===== src/rtl/core/bolist_pkg.sv =====
package bolist_pkg;

    // list geometry
    localparam int LIST_DEPTH = 16;
    localparam int CNT_W      = $clog2(LIST_DEPTH + 1);
    localparam int IDX_W      = $clog2(LIST_DEPTH);

    // beat field widths
    localparam int OP_W  = 3;
    localparam int VAL_W = 32;
    localparam int POS_W = 5;

    // common width for position against count compares
    localparam int CMP_W = (CNT_W > POS_W) ? CNT_W : POS_W;

    // operation codes
    localparam logic [OP_W-1:0] OP_APPEND    = 3'd0;
    localparam logic [OP_W-1:0] OP_INSERT    = 3'd1;
    localparam logic [OP_W-1:0] OP_DEL_VALUE = 3'd2;
    localparam logic [OP_W-1:0] OP_DEL_AT    = 3'd3;
    localparam logic [OP_W-1:0] OP_READ      = 3'd4;
    localparam logic [OP_W-1:0] OP_CLEAR     = 3'd5;

    // one result beat
    typedef struct packed {
        logic                    ok;
        logic signed [VAL_W-1:0] read_value;
        logic [POS_W-1:0]        count_now;
        logic                    is_empty;
    } res_t;

endpackage


===== src/rtl/core/bolist_ram.sv =====
module bolist_ram #(
    parameter int DEPTH = 16,
    parameter int WIDTH = 32,
    parameter int AW    = $clog2(DEPTH)
) (
    input  logic             aclk,
    input  logic             we,
    input  logic [AW-1:0]    waddr,
    input  logic [WIDTH-1:0] wdata,
    input  logic             re,
    input  logic [AW-1:0]    raddr,
    output logic [WIDTH-1:0] rdata
);

    logic [WIDTH-1:0] mem [DEPTH];

    always_ff @(posedge aclk) begin
        if (we) begin
            mem[waddr] <= wdata;
        end
    end

    // registered read
    always_ff @(posedge aclk) begin
        if (re) begin
            rdata <= mem[raddr];
        end
    end

endmodule


===== src/rtl/core/bolist_ctrl.sv =====
module bolist_ctrl (
    input  logic                              aclk,
    input  logic                              aresetn,
    input  logic                              in_valid,
    output logic                              in_ready,
    input  logic [bolist_pkg::OP_W-1:0]       in_operation,
    input  logic signed [bolist_pkg::VAL_W-1:0] in_item_value,
    input  logic [bolist_pkg::POS_W-1:0]      in_position,
    output logic                              res_valid,
    input  logic                              res_ready,
    output bolist_pkg::res_t                  res
);
    import bolist_pkg::*;

    typedef enum logic [2:0] {
        ST_IDLE,
        ST_INS,
        ST_PUT,
        ST_DEL,
        ST_SCAN,
        ST_RDW,
        ST_DONE
    } state_t;

    state_t                  state_reg;
    logic [CNT_W-1:0]        count_reg;
    logic [CNT_W-1:0]        idx_reg;
    logic [CMP_W-1:0]        pos_reg;
    logic signed [VAL_W-1:0] val_reg;
    logic                    wr_pend_reg;
    logic [IDX_W-1:0]        wa_reg;
    logic                    cmp_pend_reg;
    logic [CNT_W-1:0]        cmp_addr_reg;
    logic                    res_ok_reg;
    logic signed [VAL_W-1:0] res_rv_reg;

    logic             ram_we;
    logic [IDX_W-1:0] ram_waddr;
    logic [VAL_W-1:0] ram_wdata;
    logic             ram_re;
    logic [IDX_W-1:0] ram_raddr;
    logic [VAL_W-1:0] ram_rdata;

    logic [CMP_W-1:0] in_pos_ext;
    logic [CMP_W-1:0] count_ext;
    logic [CMP_W-1:0] idx_ext;
    logic [CNT_W-1:0] idx_dec;
    logic [CNT_W-1:0] idx_inc;
    logic             not_full;
    logic             hit;

    assign in_pos_ext = CMP_W'(in_position);
    assign count_ext  = CMP_W'(count_reg);
    assign idx_ext    = CMP_W'(idx_reg);
    assign idx_dec    = idx_reg - CNT_W'(1);
    assign idx_inc    = idx_reg + CNT_W'(1);
    assign not_full   = count_reg < CNT_W'(LIST_DEPTH);
    assign hit        = cmp_pend_reg && (val_reg == $signed(ram_rdata));

    assign in_ready  = (state_reg == ST_IDLE);
    assign res_valid = (state_reg == ST_DONE);

    always_comb begin
        res.ok         = res_ok_reg;
        res.read_value = res_rv_reg;
        res.count_now  = POS_W'(count_reg);
        res.is_empty   = (count_reg == '0);
    end

    // memory port control: shifts read one entry ahead of the write
    always_comb begin
        ram_we    = 1'b0;
        ram_waddr = wa_reg;
        ram_wdata = ram_rdata;
        ram_re    = 1'b0;
        ram_raddr = idx_reg[IDX_W-1:0];
        case (state_reg)
            ST_IDLE: begin
                ram_re    = in_valid && (in_operation == OP_READ);
                ram_raddr = in_pos_ext[IDX_W-1:0];
            end
            ST_INS: begin
                ram_we    = wr_pend_reg;
                ram_re    = idx_ext > pos_reg;
                ram_raddr = idx_dec[IDX_W-1:0];
            end
            ST_PUT: begin
                ram_we    = 1'b1;
                ram_waddr = pos_reg[IDX_W-1:0];
                ram_wdata = val_reg;
            end
            ST_DEL: begin
                ram_we    = wr_pend_reg;
                ram_re    = idx_inc < count_reg;
                ram_raddr = idx_inc[IDX_W-1:0];
            end
            ST_SCAN: begin
                ram_re = !hit && (idx_reg < count_reg);
            end
            default: begin
            end
        endcase
    end

    bolist_ram #(
        .DEPTH (LIST_DEPTH),
        .WIDTH (VAL_W)
    ) u_ram (
        .aclk  (aclk),
        .we    (ram_we),
        .waddr (ram_waddr),
        .wdata (ram_wdata),
        .re    (ram_re),
        .raddr (ram_raddr),
        .rdata (ram_rdata)
    );

    always_ff @(posedge aclk) begin
        if (!aresetn) begin
            state_reg    <= ST_IDLE;
            count_reg    <= '0;
            wr_pend_reg  <= 1'b0;
            cmp_pend_reg <= 1'b0;
        end else begin
            case (state_reg)
                ST_IDLE: begin
                    if (in_valid) begin
                        val_reg      <= in_item_value;
                        pos_reg      <= in_pos_ext;
                        wr_pend_reg  <= 1'b0;
                        cmp_pend_reg <= 1'b0;
                        res_ok_reg   <= 1'b0;
                        res_rv_reg   <= '0;
                        state_reg    <= ST_DONE;
                        case (in_operation)
                            OP_APPEND: begin
                                if (not_full) begin
                                    idx_reg   <= count_reg;
                                    pos_reg   <= count_ext;
                                    state_reg <= ST_INS;
                                end
                            end
                            OP_INSERT: begin
                                if (not_full && (in_pos_ext <= count_ext)) begin
                                    idx_reg   <= count_reg;
                                    state_reg <= ST_INS;
                                end
                            end
                            OP_DEL_VALUE: begin
                                idx_reg   <= '0;
                                state_reg <= ST_SCAN;
                            end
                            OP_DEL_AT: begin
                                if (in_pos_ext < count_ext) begin
                                    idx_reg   <= in_pos_ext[CNT_W-1:0];
                                    state_reg <= ST_DEL;
                                end
                            end
                            OP_READ: begin
                                if (in_pos_ext < count_ext) begin
                                    state_reg <= ST_RDW;
                                end
                            end
                            OP_CLEAR: begin
                                count_reg  <= '0;
                                res_ok_reg <= 1'b1;
                            end
                            default: begin
                            end
                        endcase
                    end
                end
                ST_INS: begin
                    wr_pend_reg <= idx_ext > pos_reg;
                    wa_reg      <= idx_reg[IDX_W-1:0];
                    if (idx_ext > pos_reg) begin
                        idx_reg <= idx_dec;
                    end else begin
                        state_reg <= ST_PUT;
                    end
                end
                ST_PUT: begin
                    count_reg  <= count_reg + CNT_W'(1);
                    res_ok_reg <= 1'b1;
                    state_reg  <= ST_DONE;
                end
                ST_DEL: begin
                    if (idx_inc < count_reg) begin
                        wr_pend_reg <= 1'b1;
                        wa_reg      <= idx_reg[IDX_W-1:0];
                        idx_reg     <= idx_inc;
                    end else begin
                        wr_pend_reg <= 1'b0;
                        count_reg   <= count_reg - CNT_W'(1);
                        res_ok_reg  <= 1'b1;
                        state_reg   <= ST_DONE;
                    end
                end
                ST_SCAN: begin
                    if (hit) begin
                        idx_reg      <= cmp_addr_reg;
                        wr_pend_reg  <= 1'b0;
                        cmp_pend_reg <= 1'b0;
                        state_reg    <= ST_DEL;
                    end else if (idx_reg < count_reg) begin
                        cmp_pend_reg <= 1'b1;
                        cmp_addr_reg <= idx_reg;
                        idx_reg      <= idx_inc;
                    end else begin
                        cmp_pend_reg <= 1'b0;
                        state_reg    <= ST_DONE;
                    end
                end
                ST_RDW: begin
                    res_ok_reg <= 1'b1;
                    res_rv_reg <= $signed(ram_rdata);
                    state_reg  <= ST_DONE;
                end
                ST_DONE: begin
                    if (res_ready) begin
                        state_reg <= ST_IDLE;
                    end
                end
                default: begin
                    state_reg <= ST_IDLE;
                end
            endcase
        end
    end

    // count stays within the list
    a_count_bound: assert property (@(posedge aclk) disable iff (!aresetn)
        count_reg <= CNT_W'(LIST_DEPTH))
        else $error("entry count above list depth");

    // memory is written only by the shift and put steps
    a_write_states: assert property (@(posedge aclk) disable iff (!aresetn)
        ram_we |-> (state_reg == ST_INS || state_reg == ST_PUT || state_reg == ST_DEL))
        else $error("memory write outside shift or put");

    // a put grows the list by exactly one
    a_put_grows: assert property (@(posedge aclk) disable iff (!aresetn)
        (state_reg == ST_PUT) |=> (count_reg == $past(count_reg) + CNT_W'(1)))
        else $error("put did not grow the count by one");

    // a stalled result holds
    a_done_holds: assert property (@(posedge aclk) disable iff (!aresetn)
        (state_reg == ST_DONE && !res_ready) |=>
        (state_reg == ST_DONE && $stable(res_ok_reg) && $stable(res_rv_reg)
         && $stable(count_reg)))
        else $error("pending result changed while stalled");

endmodule


===== src/rtl/core/bounded_ordered_list_engine.sv =====
// bounded ordered list engine
//
// keeps an ordered list of up to LIST_DEPTH signed 32-bit values in a
// synchronous memory, plus an entry count. one input beat carries an
// operation (append, insert at position, delete by value, delete at
// position, read, clear), a value and a position; each gives exactly one
// result beat with ok, read_value, entry_count_now and is_empty.
//
// both channels are valid/ready. input beats are taken one at a time; the
// memory shift loop moves one entry per cycle, so insert and delete at a
// position take longer the more entries lie behind it, and delete by value
// first scans the list for a match. the result is handed from the
// sequencer to an output register when that register is free; while the
// receiver stalls that register holds, and the next input beat is still
// taken and worked on until its own result is ready.
// reset empties the list (count to zero); memory contents are not cleared.
module bounded_ordered_list_engine (
    input  logic                                 aclk,
    input  logic                                 aresetn,
    input  logic                                 s_valid,
    output logic                                 s_ready,
    input  logic [bolist_pkg::OP_W-1:0]          s_operation,
    input  logic signed [bolist_pkg::VAL_W-1:0]  s_item_value,
    input  logic [bolist_pkg::POS_W-1:0]         s_position,
    output logic                                 m_valid,
    input  logic                                 m_ready,
    output logic                                 m_ok,
    output logic signed [bolist_pkg::VAL_W-1:0]  m_read_value,
    output logic [bolist_pkg::POS_W-1:0]         m_entry_count_now,
    output logic                                 m_is_empty
);
    import bolist_pkg::*;

    // sequencer to output register handoff
    logic res_valid;
    logic res_ready;
    res_t res;

    // output register
    logic out_valid_reg;
    res_t out_reg;

    // slot is free when empty or being drained this cycle
    assign res_ready = !out_valid_reg || m_ready;

    bolist_ctrl u_ctrl (
        .aclk          (aclk),
        .aresetn       (aresetn),
        .in_valid      (s_valid),
        .in_ready      (s_ready),
        .in_operation  (s_operation),
        .in_item_value (s_item_value),
        .in_position   (s_position),
        .res_valid     (res_valid),
        .res_ready     (res_ready),
        .res           (res)
    );

    always_ff @(posedge aclk) begin
        if (!aresetn) begin
            out_valid_reg <= 1'b0;
        end else if (res_valid && res_ready) begin
            out_valid_reg <= 1'b1;
        end else if (m_ready) begin
            out_valid_reg <= 1'b0;
        end
    end

    // payload, no reset needed
    always_ff @(posedge aclk) begin
        if (res_valid && res_ready) begin
            out_reg <= res;
        end
    end

    assign m_valid           = out_valid_reg;
    assign m_ok              = out_reg.ok;
    assign m_read_value      = out_reg.read_value;
    assign m_entry_count_now = out_reg.count_now;
    assign m_is_empty        = out_reg.is_empty;

endmodule


===== config.mk =====
export PLATFORM = sky130hd
export DESIGN_NAME = bounded_ordered_list_engine
export DESIGN_NICKNAME = d
export VERILOG_FILES = /design/src/rtl/core/bolist_pkg.sv /design/src/rtl/core/bolist_ram.sv /design/src/rtl/core/bolist_ctrl.sv /design/src/rtl/core/bounded_ordered_list_engine.sv
export SDC_FILE = /design/constraint.sdc
export NUM_CORES = 1
export LEC_CHECK = 0
export BUFFER_PORTS_ARGS = -buffer_cell sky130_fd_sc_hd__buf_2
export CAP_MARGIN = 20
export CORE_MARGIN = 1
export CORE_UTILIZATION = 60
export DETAILED_ROUTE_END_ITERATION = 8
export MAX_ROUTING_LAYER = met4
export PLACE_DENSITY = 0.89
export SETUP_SLACK_MARGIN = 0.15
export SLEW_MARGIN = 10
export SYNTH_ARGS = -nofsm -noshare
export SYNTH_HDL_FRONTEND = slang
export SYNTH_HIERARCHICAL = 1
export SYNTH_SLANG_ARGS = --single-unit

===== constraint.sdc =====
create_clock -name aclk -period 9.1 [get_ports aclk]
set_input_delay 1.82 -clock aclk [delete_from_list [all_inputs] [get_ports aclk]]
set_output_delay 1.82 -clock aclk [all_outputs]
set_load 0.1 [all_outputs]

==> impl_metrics.toml <==
[grt]
first_global_vias = 14792
grt_pass1_wl_um = 98180
grt_usage_pct = 32.00
grt_max_degree = 101
gr-total-overflow = 0
antenna_found_initial = 1

[cts]
cts_made_buffers = 66
cts_resized = 0
ctsLongestPathBuffers = 3
cts.htree.levels = 3
clk_pin_slew_ps = 60
clk_latency_ps = 610
cts-hold-fix-buffers = 0
root_buffer = "clkbuf_16"
clock-sinks = 678
cts_setup_buffers = 0
cts_tree = "done"

[timing]
setup_viol = 0
max_slew_margin_pct = 29.49
hold_slack_ps = 404.3
worst_slew_pin_slew_ps = 1058
slew_violations = 0
rsz0062_at_grt = "no"
timing.fmax_mhz = 217.2
tns_ps = 0
final-hold-violation-count = 0
fin_worst_skew_ps = 33.50
min_period_ps = 4605
setup_ws_ps = 4495
finalCritPeriodShare_pct = 50.60

[worst_hold_path]
hold_class = "reg2reg"
whs_path_depth = 0
holdPathEnd = "m_read_value[13]"
holdCritStartpoint = "u_ctrl/res_rv_reg[13]"

[worst_setup_path]
critPathMostFrequentCell = "buf_4"
crit_family = "buffers and inverters"
cp_cell_sequence = "inv_1 -> ha_1 -> xor2_1 -> a21oi_1 -> nor2_1 -> a21oi_4 -> buf_4 -> buf_4 -> mux4_2 -> a22oi_1 -> nand2_1"
r2r_setup_slack_ps = 4500
critPathRequiredTime_ps = 9430
reg2reg_to = "u_ctrl/u_ram/rdata[29]"
cp-start-kind = "flip-flop"
cp.arrival_ps = 4940
crit_path_max_incr_delay_ps = 940
cp-end-kind = "flip-flop"
path_buf_inv = 3
r2r-start = "u_ctrl/idx_ext[0]"
crit_cells = 11
critical_path_class = "reg2reg"
path_max_fanout = 68
slowest_stage = "buf_4"
reg2reg_depth = 11

[power_and_ir_drop]
p_leak_nw = 9.889
peakVddDrop_mv = 0.2935
powerDensity_nw_per_um2 = 339.8

[die]
initial_core_util_pct = 60.73
dieArea_um2 = 45610
die_x_um = 213.6
rows = 77
core_um2 = 44220
fp.dieH_um = 213.6
io_pins = 85

[place]
dpl_worst_slack_ps = 3987
placed_cells = 2011
port_buffers = 84
dpl.hpwl_um = 35030
place.gp.congestion = 0.9554

[cells_and_area]
largest_register_ffs = 512
drive_above_1_share_pct = 26.55
fin_cells = 2123
finalNetCount = 1556
fill_cells = 2549
syn2layout_area_growth_pct = 12.21
multi_input_area_um2 = 6405
regArea_um2 = 20250
regMostFlops = "u_ctrl/u_ram/mem"

[drt]
drtAntennaViolNets = 0
wirelength_um = 68150
viasPerCell = 6.857
routed-via-count = 14558
dr.first_iter.drc_count = 2108
first_pass_iters = 6
route.detailed.drc = 0
routedWlPerCell_um = 32.10

[status]
status = "complete, no violations"

[logic_synthesis]
synthArstFlopShare_pct = 0
syn_nets = 1439
yosysSeqAreaShare_pct = 75.40
yosys_warnings = 6
synth-seq-cells = 678
avgSynthCellArea_um2 = 19.60
postSynthCellCount = 1370
synth-main-ff-cell = "edfxtp_1"
synth-edff-count = 667
synthDistinctLibCells = 61
synth_area_um2 = 26860

[run]
cap_violations = 0
-- cell usage after synthesis, types with 18 or more instances --
library cell / number / area share, %
ha_1: 24 / 1.1
a22oi_1: 66 / 1.8
edfxtp_1: 667 / 75
clkbuf_1: 37 / 0.52
inv_1: 18 / 0.25
mux2_2: 40 / 1.7
mux4_2: 128 / 11
xnor2_1: 34 / 1.1
nand2_1: 58 / 0.81
a21oi_1: 27 / 0.50
o21ai_0: 23 / 0.43
nor2_1: 38 / 0.53
and2_1: 34 / 0.79
-- cells in the final DEF (no fill, tap or decap), drive strengths merged, types with 6 or more instances in the layout --
| cell | netlist | layout |
|---|---|---|
| a21o | 6 | 6 |
| a21oi | 27 | 27 |
| a22oi | 66 | 66 |
| a31oi | 7 | 7 |
| and2 | 37 | 37 |
| and3 | 12 | 12 |
| buf | 31 | 117 |
| clkbuf | 37 | 82 |
| clkinv | 0 | 23 |
| dfxtp | 11 | 11 |
| edfxtp | 667 | 667 |
| ha | 24 | 24 |
| inv | 18 | 20 |
| mux2 | 40 | 40 |
| mux4 | 128 | 128 |
| nand2 | 58 | 58 |
| nand2b | 10 | 10 |
| nand3 | 16 | 16 |
| nand4 | 12 | 12 |
| nor2 | 38 | 38 |
| nor3 | 15 | 15 |
| o21ai | 23 | 23 |
| xnor2 | 34 | 34 |
| xor2 | 8 | 8 |
-- per-stage QoR --
stage                     total power (W)  utilization (%)  instance area (um^2)
after floorplan                  0.006480                -                 26860
after global placement           0.007418            63.64                 28140
after detailed placement         0.007566            63.64                 28140
after CTS                         0.01022            68.14                 30130
after global routing              0.01056            68.14                 30130
final                             0.01024            68.15                 30140
-- worst max-delay path by stage --
| stage | startpoint | slack, ps | end |
|---|---|---|---|
| CTS | u_ctrl/idx_ext[0] | 4560 | u_ctrl/u_ram/rdata[24] |
| finish | u_ctrl/idx_ext[0] | 4500 | u_ctrl/u_ram/rdata[29] |
| global placement | s_position[1] | 4120 | u_ctrl/u_ram/rdata[21] |
| global route | u_ctrl/idx_ext[0] | 4340 | u_ctrl/u_ram/rdata[24] |
| detailed placement | s_position[1] | 3990 | u_ctrl/u_ram/rdata[29] |
| floorplan | u_ctrl/state_reg[0] | 4270 | u_ctrl/res_rv_reg[0] |
-- routing by layer --
layer / share of wire, % / wire [um] / up-vias / global-route usage [%]
met5: 0 / 0 / - / -
met4: 5.1 / 3467 / 0 / 15.81
met3: 12 / 8310 / 276 / 7.909
met2: 48 / 32970 / 1204 / 49.65
met1: 34 / 23410 / 7272 / 39.78
li1: - / - / 5806 / -
-- cell type report --
cell class | instances | share of cell area, %
sequential | 678 | 67.20
timing repair buffer | 117 | 2.259
multi-input combinational | 606 | 21.25
antenna | 2 | 0.01661
inverter | 18 | 0.2242
tap | 592 | 2.458
clock inverter | 28 | 0.7017
clock buffer | 82 | 5.892
-- power by group --
part	switching [W]	internal, W	leakage (nW)
registers	0.000181	0.00416	6.13
clock network	0.00113	0.00146	0.972
logic	0.00211	0.00120	2.78
-- logic make-up (layout without fill, tap and decap cells) --
family / Yosys count / count (layout) / synth area share (%)
and+or+nand+nor: 214 / 214 / 4.202
adders and majority gates: 25 / 25 / 1.193
other: 0 / 2 / 0
DFF: 678 / 678 / 75.40
AOI/OAI and AO/OA: 156 / 156 / 3.993
xor gates and xnor gates: 42 / 42 / 1.370
muxes: 169 / 169 / 12.45
buffers and inverters: 86 / 245 / 1.393
-- worst register-to-register path, delay by kind of cell, from the launching register on --
family,cells,cell delay (ps)
DFF,1,610
AOI/OAI and AO/OA,3,600
adders and majority gates,1,420
xor gates and xnor gates,1,190
and+or+nand+nor,2,160
muxes,1,530
buffers and inverters,3,1850
Note: power is estimated with default switching activity, not from simulation.
